[src/design/iawo_pkg.sv]
// Shared constants, types and helper functions of the IMU-aided wheel odometry block.
`default_nettype none
package iawo_pkg;

    localparam int CORDIC_STEPS = 20;
    localparam int CNT_W = $clog2(CORDIC_STEPS + 1);
    localparam int DW = 44;
    localparam int AW = 25;
    localparam int NW = 58;
    localparam int DENW = 25;

    localparam logic signed [AW-1:0] ANG_PI = 25'sd3294199;
    localparam logic signed [AW-1:0] ANG_HALF_PI = 25'sd1647099;
    localparam logic signed [AW-1:0] ANG_TWO_PI = 25'sd6588397;
    localparam logic signed [20:0] INV_GAIN = 21'sd636751;

    localparam logic [2:0] REG_LEFT_DPC = 3'd0;
    localparam logic [2:0] REG_RIGHT_DPC = 3'd1;
    localparam logic [2:0] REG_START_X = 3'd2;
    localparam logic [2:0] REG_START_Y = 3'd3;

    typedef struct packed {
        logic start;
        logic vect;
    } t_cordic_req;

    function automatic logic signed [AW-1:0] atan_at(input logic [4:0] i);
        logic signed [AW-1:0] r;
        case (i)
            5'd0: r = 25'sd823550;
            5'd1: r = 25'sd486170;
            5'd2: r = 25'sd256879;
            5'd3: r = 25'sd130396;
            5'd4: r = 25'sd65451;
            5'd5: r = 25'sd32757;
            5'd6: r = 25'sd16383;
            5'd7: r = 25'sd8192;
            5'd8: r = 25'sd4096;
            5'd9: r = 25'sd2048;
            5'd10: r = 25'sd1024;
            5'd11: r = 25'sd512;
            5'd12: r = 25'sd256;
            5'd13: r = 25'sd128;
            5'd14: r = 25'sd64;
            5'd15: r = 25'sd32;
            5'd16: r = 25'sd16;
            5'd17: r = 25'sd8;
            5'd18: r = 25'sd4;
            5'd19: r = 25'sd2;
            5'd20: r = 25'sd1;
            default: r = 25'sd0;
        endcase
        return r;
    endfunction

    function automatic logic signed [31:0] sat32(input logic signed [63:0] v);
        logic signed [31:0] r;
        if (v > 64'sd2147483647) begin
            r = 32'sh7fffffff;
        end else if (v < -64'sd2147483648) begin
            r = 32'sh80000000;
        end else begin
            r = v[31:0];
        end
        return r;
    endfunction

endpackage
`default_nettype wire

[src/design/iawo_div.sv]
// Bit-serial signed divider with truncation toward zero and 32-bit saturation.
`default_nettype none
module iawo_div
    import iawo_pkg::*;
(
    input  wire logic                  i_clk,
    input  wire logic                  i_rst_n,
    input  wire logic                  i_start,
    input  wire logic signed [NW-1:0]  i_num,
    input  wire logic [DENW-1:0]       i_den,
    output logic                       o_done,
    output logic signed [31:0]         o_q
);

    typedef enum logic [3:0] {
        D_IDLE = 4'b0001,
        D_RUN  = 4'b0010,
        D_FIN  = 4'b0100,
        D_DONE = 4'b1000
    } t_dstate;

    t_dstate r_state;
    logic [NW-1:0] r_n;
    logic [DENW-1:0] r_den, r_rem;
    logic r_neg;
    logic [$clog2(NW)-1:0] r_cnt;
    logic signed [31:0] r_q;

    logic [DENW:0] rem_sh, rem_sub;
    logic fits;

    assign rem_sh = {r_rem, r_n[NW-1]};
    assign rem_sub = rem_sh - {1'b0, r_den};
    assign fits = (rem_sh >= {1'b0, r_den});

    always_ff @(posedge i_clk) begin
        if (!i_rst_n) begin
            r_state <= D_IDLE;
        end else begin
            case (r_state)
                D_IDLE: begin
                    if (i_start) begin
                        r_n <= i_num[NW-1] ? NW'(-i_num) : NW'(i_num);
                        r_neg <= i_num[NW-1];
                        r_den <= i_den;
                        r_rem <= '0;
                        r_cnt <= '0;
                        r_state <= D_RUN;
                    end
                end
                D_RUN: begin
                    r_rem <= fits ? rem_sub[DENW-1:0] : rem_sh[DENW-1:0];
                    r_n <= {r_n[NW-2:0], fits};
                    r_cnt <= r_cnt + 1'b1;
                    if (r_cnt == ($clog2(NW))'(NW - 1)) begin
                        r_state <= D_FIN;
                    end
                end
                D_FIN: begin
                    if (!r_neg) begin
                        r_q <= (r_n > NW'(64'd2147483647)) ? 32'sh7fffffff : r_n[31:0];
                    end else begin
                        r_q <= (r_n > NW'(64'd2147483648)) ? 32'sh80000000 : -r_n[31:0];
                    end
                    r_state <= D_DONE;
                end
                D_DONE: begin
                    r_state <= D_IDLE;
                end
                default: r_state <= D_IDLE;
            endcase
        end
    end

    assign o_done = (r_state == D_DONE);
    assign o_q = r_q;

endmodule
`default_nettype wire

[config.mk]
export PLATFORM = sky130hd
export DESIGN_NAME = iawo_div
export DESIGN_NICKNAME = d
export VERILOG_FILES = /design/src/design/iawo_pkg.sv /design/src/design/iawo_div.sv
export SDC_FILE = /design/constraint.sdc
export NUM_CORES = 1
export LEC_CHECK = 0
export BUFFER_PORTS_ARGS = -buffer_cell sky130_fd_sc_hd__buf_4
export CAP_MARGIN = 25
export CORE_UTILIZATION = 25
export DETAILED_ROUTE_END_ITERATION = 7
export SLEW_MARGIN = 25
export SYNTH_ARGS = -nofsm -noshare
export SYNTH_HDL_FRONTEND = slang
export SYNTH_SLANG_ARGS = --single-unit
[constraint.sdc]
create_clock -name i_clk -period 8.2 [get_ports i_clk]
set_input_delay 0.82 -clock i_clk [delete_from_list [all_inputs] [get_ports i_clk]]
set_output_delay 0.82 -clock i_clk [all_outputs]
set_load 0.01 [all_outputs]
==> flow_summary.toml <==
[timing]
relSlewSlack_pct = 38.1
rsz0062_at_grt = "false"
hold_viol = 0
finalCriticalPeriod_ns = 4.01
slew_violations = 0
skew_ns = 0.0126
timing_worst_slew_pin_value_ns = 0.928
setup_slack_ns = 4.19
setup_tns_ns = 0
holdWs_ns = 0.556
max_freq_ghz = 0.249
final-setup-viol-count = 0
fin_crit_sh_pct = 48.9

[route]
antenna_left = 0
drtIter0Drc = 539
drc = 0
vias = 7546
drtPass1Iterations = 5
wl_mm = 24.6
viasPerCell = 4.76
routedWlPerCell_um = 15.6

[clock_tree]
cts-root-buf = "clkbuf_16"
cts_resized = 0
tritoncts = "built"
cts-buffers-inserted = 17
h-tree-depth = 4
cts_setup_buffers = 0
clkTransAtPathRegs_ns = 0.06
cts.sinks = 151
clkLatencyLatePin_ns = 0.43
clk_path_buf_depth = 2
cts_hold_buf = 0

[finish]
fillers = 3818
drive_above_1_share_pct = 17.4
design_area_sq_mm = 0.0114
diodes = 0
nNetsFinal = 1183
syn2layout_area_growth_pct = 20.6

[yosys]
ys_warn_count = 0
syn_inst = 969
yosys.area.top_type = "edfxtp_1"
async_flop_share_pct = 0
ys.flop_type = "edfxtp_1"
syn_area_sq_mm = 0.00945
syn-num-nets = 1085
synth-edff-count = 147
synth_seq_cells = 151
ys_types = 74
yosys-top-cells-count = "edfxtp_1, nand2_1, o21ai_0"
ys_seq_area_share_pct = 47.6
synth_most_common_cell = "edfxtp_1"
yosys-top-cells-area = "edfxtp_1, xor2_1, o21ai_0, nand2_1, ha_1"
syn_avg_cell_area_sq_um = 9.75
yosys.area.top_type_share_pct = 46.7

[grt]
overflow = 0
antenna_found_initial = 5
track_usage_pct = 12.8
grt_max_degree = 110
grt_pass1_wl_mm = 38.7
grt_pass1_vias = 7201

[setup_path]
cp.arrival_ns = 4.16
crit_fanout = 21
crit_type = "flip-flop to flip-flop"
endpoint_kind = "flip-flop"
crit_path_start = "r_n[57]"
cp-start-kind = "flip-flop"
critical_path_required_ns = 8.35
reg2reg_from = "r_n[57]"

[power_and_ir_drop]
irDropWorstVdd_v = 0.000144
leakage_uw = 0.00414
pwr_density_cell_mw_per_mm2 = 170

[die]
core_sq_mm = 0.0369
num_rows = 70
start_util_pct = 25.6
num_io_pins = 119
die_area_sq_mm = 0.0386
fp.dieW_um = 196
die_h_um = 196

[placement]
post-dp-hpwl_mm = 18.5
place_ws_ns = 4.25
portBuffers = 118
gp_congestion = 0.855
dpl_cell_area_sq_mm = 0.0108

[worst_hold_path]
hold_start = "r_state[1]"
hold_path_class = "flip-flop to flip-flop"

[outcome]
status = "completed"

[job]
maxCapViolations = 0
-- worst max-delay path, stage by stage, from the launching register on --
cell	delay, ns
edfxtp_1	0.42
inv_1	0.08
ha_1	0.15
inv_1	0.05
fa_1	0.39
a21o_1	0.21
a221oi_1	0.55
a31oi_1	0.25
and4_1	0.28
o2111ai_2	0.37
nand2_1	0.39
buf_4	0.36
mux2i_1	0.18
nor2_1	0.05
-- layer usage --
metal | up-vias | part of all wire (%) | GRT usage [%]
li1 | 3815 | - | -
met1 | 3519 | 46 | 16.5
met2 | 162 | 47 | 20.5
met3 | 40 | 4.9 | 3.11
met4 | 10 | 2.3 | 4.86
met5 | - | 0.27 | 0
-- logic make-up after synthesis --
| logic type | after synthesis | synth area share (%) |
|---|---|---|
| buffers and inverters | 91 | 3.75 |
| muxes | 9 | 0.953 |
| AOI/OAI and AO/OA | 259 | 17.6 |
| adders and majority gates | 30 | 4.05 |
| DFF | 151 | 47.6 |
| xor gates and xnor gates | 78 | 7.23 |
| and+or+nand+nor | 351 | 18.8 |
-- sequential cells by signal, summed over array words and instances (netlist names) --
signal / cells
r_rem: 25
r_n: 58
r_neg: 1
r_den: 25
r_cnt: 6
o_q: 32
r_state: 4
-- worst paths after layout --
kind                     end  slack [ns]  depth (start not counted)
setup / recovery    r_rem[5]        4.19                         13
setup reg to reg    r_rem[5]        4.19                         13
hold / removal    r_state[3]        0.56                          1
hold reg to reg   r_state[3]        0.56                          1
-- report_power, final --
part | internal (uW) | switching (uW) | total [uW]
sequential | 893 | 28.7 | 922
combinational | 111 | 153 | 264
clock | 420 | 332 | 752
-- per-stage QoR --
stage	instances	total power [uW]	util, %
6_report	1584	1940	30.9
5_1_grt	1584	2020	30.9
4_1_cts	1584	1960	30.9
3_5_place_dp	1552	1200	29.4
3_3_place_gp	1552	1200	29.4
2_1_floorplan	969	1100	-
-- cell type report --
type | instances | area, sq um | share of cell area (%)
clock buffer | 18 | 429 | 3.76
clock inverter | 14 | 126 | 1.11
inverter | 47 | 176 | 1.55
multi-input combinational | 727 | 4620 | 40.5
sequential | 151 | 4490 | 39.4
tap | 504 | 631 | 5.53
timing repair buffer | 123 | 923 | 8.10
-- layout by cell type, fill, tap and decap left out, types with 29 or more instances in the layout --
master    instances
xor2_1           60
o21ai_0          99
inv_1            46
edfxtp_1        147
nor2_1           67
nand3_1          31
a21oi_1          45
buf_4           123
nand2_1         125
ha_1             29
Power figures use the tool's default switching activity.
