<file path="config.mk">
export PLATFORM = sky130hd
export DESIGN_NAME = iawo_cordic
export DESIGN_NICKNAME = d
export VERILOG_FILES = /design/src/design/iawo_pkg.sv /design/src/design/iawo_cordic.sv
export SDC_FILE = /design/constraint.sdc
export NUM_CORES = 2
export LEC_CHECK = 0
export BUFFER_PORTS_ARGS = -buffer_cell sky130_fd_sc_hd__buf_2
export CORE_MARGIN = 3
export CORE_UTILIZATION = 60
export DETAILED_ROUTE_END_ITERATION = 8
export PLACE_DENSITY = 0.8
export RECOVER_POWER = 25
export SETUP_SLACK_MARGIN = 0.4
export SYNTH_ARGS = -nofsm -noshare
export SYNTH_HDL_FRONTEND = slang
export SYNTH_SLANG_ARGS = --single-unit
</file>
<file path="constraint.sdc">
create_clock -name i_clk -period 10.8 [get_ports i_clk]
set_input_delay 0.54 -clock i_clk [delete_from_list [all_inputs] [get_ports i_clk]]
set_output_delay 0.54 -clock i_clk [all_outputs]
set_load 0.01 [all_outputs]
</file>
<file path="src/design/iawo_pkg.sv">
// Shared constants, types and helper functions of the IMU-aided wheel odometry block.
`default_nettype none
package iawo_pkg;

    localparam int CORDIC_STEPS = 20;
    localparam int CNT_W = $clog2(CORDIC_STEPS + 1);
    localparam int DW = 44;
    localparam int AW = 25;
    localparam int NW = 58;
    localparam int DENW = 25;

    localparam logic signed [AW-1:0] ANG_PI = 25'sd3294199;
    localparam logic signed [AW-1:0] ANG_HALF_PI = 25'sd1647099;
    localparam logic signed [AW-1:0] ANG_TWO_PI = 25'sd6588397;
    localparam logic signed [20:0] INV_GAIN = 21'sd636751;

    localparam logic [2:0] REG_LEFT_DPC = 3'd0;
    localparam logic [2:0] REG_RIGHT_DPC = 3'd1;
    localparam logic [2:0] REG_START_X = 3'd2;
    localparam logic [2:0] REG_START_Y = 3'd3;

    typedef struct packed {
        logic start;
        logic vect;
    } t_cordic_req;

    function automatic logic signed [AW-1:0] atan_at(input logic [4:0] i);
        logic signed [AW-1:0] r;
        case (i)
            5'd0: r = 25'sd823550;
            5'd1: r = 25'sd486170;
            5'd2: r = 25'sd256879;
            5'd3: r = 25'sd130396;
            5'd4: r = 25'sd65451;
            5'd5: r = 25'sd32757;
            5'd6: r = 25'sd16383;
            5'd7: r = 25'sd8192;
            5'd8: r = 25'sd4096;
            5'd9: r = 25'sd2048;
            5'd10: r = 25'sd1024;
            5'd11: r = 25'sd512;
            5'd12: r = 25'sd256;
            5'd13: r = 25'sd128;
            5'd14: r = 25'sd64;
            5'd15: r = 25'sd32;
            5'd16: r = 25'sd16;
            5'd17: r = 25'sd8;
            5'd18: r = 25'sd4;
            5'd19: r = 25'sd2;
            5'd20: r = 25'sd1;
            default: r = 25'sd0;
        endcase
        return r;
    endfunction

    function automatic logic signed [31:0] sat32(input logic signed [63:0] v);
        logic signed [31:0] r;
        if (v > 64'sd2147483647) begin
            r = 32'sh7fffffff;
        end else if (v < -64'sd2147483648) begin
            r = 32'sh80000000;
        end else begin
            r = v[31:0];
        end
        return r;
    endfunction

endpackage
`default_nettype wire

</file>
<file path="src/design/iawo_cordic.sv">
// Iterative CORDIC unit for vectoring (atan2) and rotation with gain correction.
`default_nettype none
module iawo_cordic
    import iawo_pkg::*;
(
    input  wire logic                  i_clk,
    input  wire logic                  i_rst_n,
    input  wire t_cordic_req           i_req,
    input  wire logic signed [DW-1:0]  i_x,
    input  wire logic signed [DW-1:0]  i_y,
    input  wire logic signed [AW-1:0]  i_a,
    output logic                       o_done,
    output logic signed [DW-1:0]       o_x,
    output logic signed [DW-1:0]       o_y,
    output logic signed [AW-1:0]       o_z
);

    typedef enum logic [5:0] {
        C_IDLE = 6'b000001,
        C_RUN  = 6'b000010,
        C_GX   = 6'b000100,
        C_GY   = 6'b001000,
        C_GZ   = 6'b010000,
        C_DONE = 6'b100000
    } t_cstate;

    t_cstate r_state;
    logic r_vect;
    logic [CNT_W-1:0] r_i;
    logic signed [DW-1:0] r_x, r_y;
    logic signed [AW-1:0] r_z;
    logic signed [DW+20:0] r_p;

    logic signed [DW-1:0] n_x, n_y, xs, ys;
    logic signed [AW-1:0] n_z, a1, atv;
    logic sigma;
    logic signed [DW+20:0] rnd;

    assign xs = r_x >>> r_i;
    assign ys = r_y >>> r_i;
    assign atv = atan_at(5'(r_i));
    assign sigma = r_vect ? r_y[DW-1] : !r_z[AW-1];
    assign rnd = (r_p + (DW+21)'(524288)) >>> 20;

    always_comb begin
        n_x = i_x;
        n_y = i_y;
        n_z = '0;
        a1 = i_a;
        if (i_req.vect) begin
            if (i_x < 0) begin
                if (i_y >= 0) begin
                    n_x = i_y;
                    n_y = -i_x;
                    n_z = ANG_HALF_PI;
                end else begin
                    n_x = -i_y;
                    n_y = i_x;
                    n_z = -ANG_HALF_PI;
                end
            end
        end else begin
            if (i_a > ANG_PI) begin
                a1 = i_a - ANG_TWO_PI;
            end else if (i_a < -ANG_PI) begin
                a1 = i_a + ANG_TWO_PI;
            end
            n_z = a1;
            if (a1 > ANG_HALF_PI) begin
                n_x = -i_y;
                n_y = i_x;
                n_z = a1 - ANG_HALF_PI;
            end else if (a1 < -ANG_HALF_PI) begin
                n_x = i_y;
                n_y = -i_x;
                n_z = a1 + ANG_HALF_PI;
            end
        end
    end

    always_ff @(posedge i_clk) begin
        if (!i_rst_n) begin
            r_state <= C_IDLE;
        end else begin
            case (r_state)
                C_IDLE: begin
                    if (i_req.start) begin
                        r_vect <= i_req.vect;
                        r_x <= n_x;
                        r_y <= n_y;
                        r_z <= n_z;
                        r_i <= '0;
                        if (i_req.vect && i_x == 0 && i_y == 0) begin
                            r_state <= C_DONE;
                        end else begin
                            r_state <= C_RUN;
                        end
                    end
                end
                C_RUN: begin
                    if (sigma) begin
                        r_x <= r_x - ys;
                        r_y <= r_y + xs;
                        r_z <= r_z - atv;
                    end else begin
                        r_x <= r_x + ys;
                        r_y <= r_y - xs;
                        r_z <= r_z + atv;
                    end
                    r_i <= r_i + 1'b1;
                    if (r_i == CNT_W'(CORDIC_STEPS - 1)) begin
                        r_state <= r_vect ? C_GZ : C_GX;
                    end
                end
                C_GX: begin
                    r_p <= r_x * INV_GAIN;
                    r_state <= C_GY;
                end
                C_GY: begin
                    r_x <= rnd[DW-1:0];
                    r_p <= r_y * INV_GAIN;
                    r_state <= C_GZ;
                end
                C_GZ: begin
                    if (r_vect) begin
                        if (r_z > ANG_PI) begin
                            r_z <= ANG_PI;
                        end else if (r_z < -ANG_PI) begin
                            r_z <= -ANG_PI;
                        end
                    end else begin
                        r_y <= rnd[DW-1:0];
                    end
                    r_state <= C_DONE;
                end
                C_DONE: begin
                    r_state <= C_IDLE;
                end
                default: r_state <= C_IDLE;
            endcase
        end
    end

    assign o_done = (r_state == C_DONE);
    assign o_x = r_x;
    assign o_y = r_y;
    assign o_z = r_z;

endmodule
`default_nettype wire

</file>
==> summary.txt <==
Status
  – Status: finished, violations left
  – Failing checks: max-capacitance violations, max-slew violations

Floorplan
  – Die H: 339 µm
  – Row count: 121
  – Placeable Area: 0.109 mm²
  – Starting Density: 0.607
  – I/O pins: 231
  – Die area: 0.115 mm²
  – Die width: 339 µm

Worst setup path
  – Cell seen most often among critical-path stages: fa_1
  – CP max stage cell: clkbuf_1
  – Critical path endpoint category: flop
  – Largest stage delay, worst path: 1.17 ns
  – Critical path required time: 11.03 ns
  – Buf/Inv on CP: 6
  – Crit path DAT: 10.44 ns
  – CP Launch Type: flop
  – Worst Path Class, Setup: flop to flop
  – Worst-path maximum fanout: 15
  – Top delay family on crit path: adder cells

STA
  – Final hold viol count: 0
  – RSZ-0062 raised after global routing: no
  – Least-Margin Pin Slew: 3.41 ns
  – Slew margin rel.: -1.28
  – Final max-slew violation count: 426
  – Max Clock Freq: 0.0979 GHz
  – Final period utilization: 0.945
  – Final setup viols: 0
  – Skew final: 0.0277 ns
  – Min Tclk post-route: 10.21 ns
  – TNS Setup: 0 ns

Synthesis
  – Syn avg cell area: 8.77 µm²
  – Gate Count Post-Synth: 7585
  – Post-synth top area cell: fa_1
  – Yosys cell types: 108
  – Ranking of synthesized cells by area: fa_1, ha_1, inv_1
  – FF+latch count, synth: 190
  – Share of the synthesized area in the top cell type: 0.277
  – Count of flip-flops with a built-in enable after synthesis: 164
  – Synth Flop Type: edfxtp_1
  – Fraction of registers with async set/reset: 0
  – Synth Warn #: 0
  – Syn Nets: 9390
  – Cell Area, Synth: 0.0665 mm²
  – Sequential cell area fraction in the yosys report: 0.0819

Clock tree
  – TritonCTS clock tree: done
  – H-tree Lvls: 4
  – Max clock buf depth: 2
  – Clock Root Buffer: clkbuf_16
  – Reg clk slew, reported paths: 0.10 ns
  – Total number of clock tree sinks: 190
  – CTS Hold Bufs: 0
  – Post_cts resized: 0
  – Post-CTS Setup Bufs: 0
  – Number of buffers created by CTS: 17
  – Skew-Pair Late Insertion Delay: 0.53 ns

GRT
  – GRT overflow: 0
  – Largest net degree at the start of global routing: 97
  – Total GRT Usage: 0.423
  – Initial antenna violation count: 36
  – First-pass GRT wire length: 368000 µm
  – Vias in the first global route: 59300

Placed design
  – Placed insts: 9114
  – Routability cong.: 1.09
  – Buffers added on ports: 230
  – Half-perimeter wire length after placement: 196000 µm

Layout
  – Post-Layout Cell Count: 9174
  – Share of layout cells above drive strength 1: 0.0705
  – Final #Nets: 9462
  – Area grow syn2layout: 4.93%
  – Fillers: 9249

Drt
  – Via count: 59800
  – Vias/cell: 6.52
  – First-pass DRT Iterations: 7
  – DR DRC count: 0
  – Wirelength per Cell: 26.6 µm
  – WL final: 244000 µm
  – Final ANT Viol Nets: 0
  – 1st-iter DRT viols: 7816

Job
  – Max cap viols: 23

Worst hold path
  – Hold WC Path Type: input port to flop
## cells in the final DEF, fill, tap and decap left out, drive strengths merged, types with 82 or more instances in the layout
master,count
mux4,105
fa,920
o21ai,360
nor2,425
nor3,116
nand2,469
or3,82
xor2,223
nand3,104
edfxtp,164
a21oi,438
xnor2,303
inv,1468
a21o,106
ha,768
clkbuf,93
buf,277
## registers in the layout, summed over array words and instances (netlist names)
signal   count
atv         20
o_x         44
o_y         44
o_z         25
r_i          5
r_p         45
r_state      6
r_vect       1
## worst reg2reg max path, delay by kind of cell, from the launching register on
kind	cells	cell delay (ns)
adders and majority gates	8	3.87
AOI/OAI and AO/OA	7	2.61
buffers and inverters	6	1.55
and+or+nand+nor	4	1.29
DFF	1	0.33
xor gates and xnor gates	1	0.29
## final cells by class
| type | instances | area (µm²) | share of cell area |
|---|---|---|---|
| clock inverter | 14 | 188 | 0.00269 |
| clock buffer | 18 | 439 | 0.00629 |
| antenna | 28 | 70.1 | 0.00100 |
| sequential | 190 | 5450 | 0.0780 |
| inverter | 1469 | 5510 | 0.0790 |
| timing repair buffer | 352 | 1920 | 0.0275 |
| multi-input combinational | 5627 | 54400 | 0.779 |
| tap | 1476 | 1850 | 0.0265 |
## per-stage QoR
step            util  setup WS, ns  hold WS, ns  cell area (µm²)
5_1_grt        0.637         0.466        0.366            69700
4_1_cts        0.638          1.33        0.312            69900
3_5_place_dp   0.633          1.39        0.509            69300
3_3_place_gp   0.633          1.68        0.503            69300
2_1_floorplan      -          3.04        0.475            66500
6_report       0.637         0.591        0.334            69800
## routing by layer
metal  vias up  share of wire  track usage
met5         -        0.00038            0
met4        14          0.064        0.218
met3       884           0.14        0.137
met2      4010           0.42        0.616
met1     29200           0.38        0.563
li1      25800              -            -
## worst paths after layout
| check | cells after the start | start | slack (ns) | to |
|---|---|---|---|---|
| hold / removal | 3 | i_rst_n | 0.33 | r_state[1] |
| setup / recovery | 26 | o_x[24] | 0.59 | r_p[62] |
| setup reg to reg | 26 | o_x[24] | 0.59 | r_p[62] |
| hold reg to reg | 2 | r_state[2] | 0.53 | r_state[3] |
## Yosys cell counts, drive strengths merged (33+ instances only)
cell and count:
or3 82, mux2 36, buf 101, and2 52
o221ai 41, o211ai 38, and3 49, nand2 469
nor4 33, ha 768, a22oi 49, xor2 223
o21ai 360, edfxtp 164, fa 920, nor2b 55
mux2i 63, xnor2 303, a211oi 62, nand3 104
clkbuf 198, a21o 106, inv 1462, nor2 425
a21oi 438, o31ai 58, nand4 41, nor3 116
nand2b 58, o22ai 48, mux4 105, a31oi 75
o21a 48
## kinds of logic after synthesis
kind of cell	count (synthesis)	share of synthesized area
buffers and inverters	1768	0.102
adders and majority gates	1688	0.421
and+or+nand+nor	1609	0.117
AOI/OAI and AO/OA	1599	0.157
xor gates and xnor gates	527	0.0696
muxes	204	0.0511
DFF	190	0.0819
Power is not shown: default switching activity piles up to over one toggle a cycle in this logic, so the estimate is an artifact.
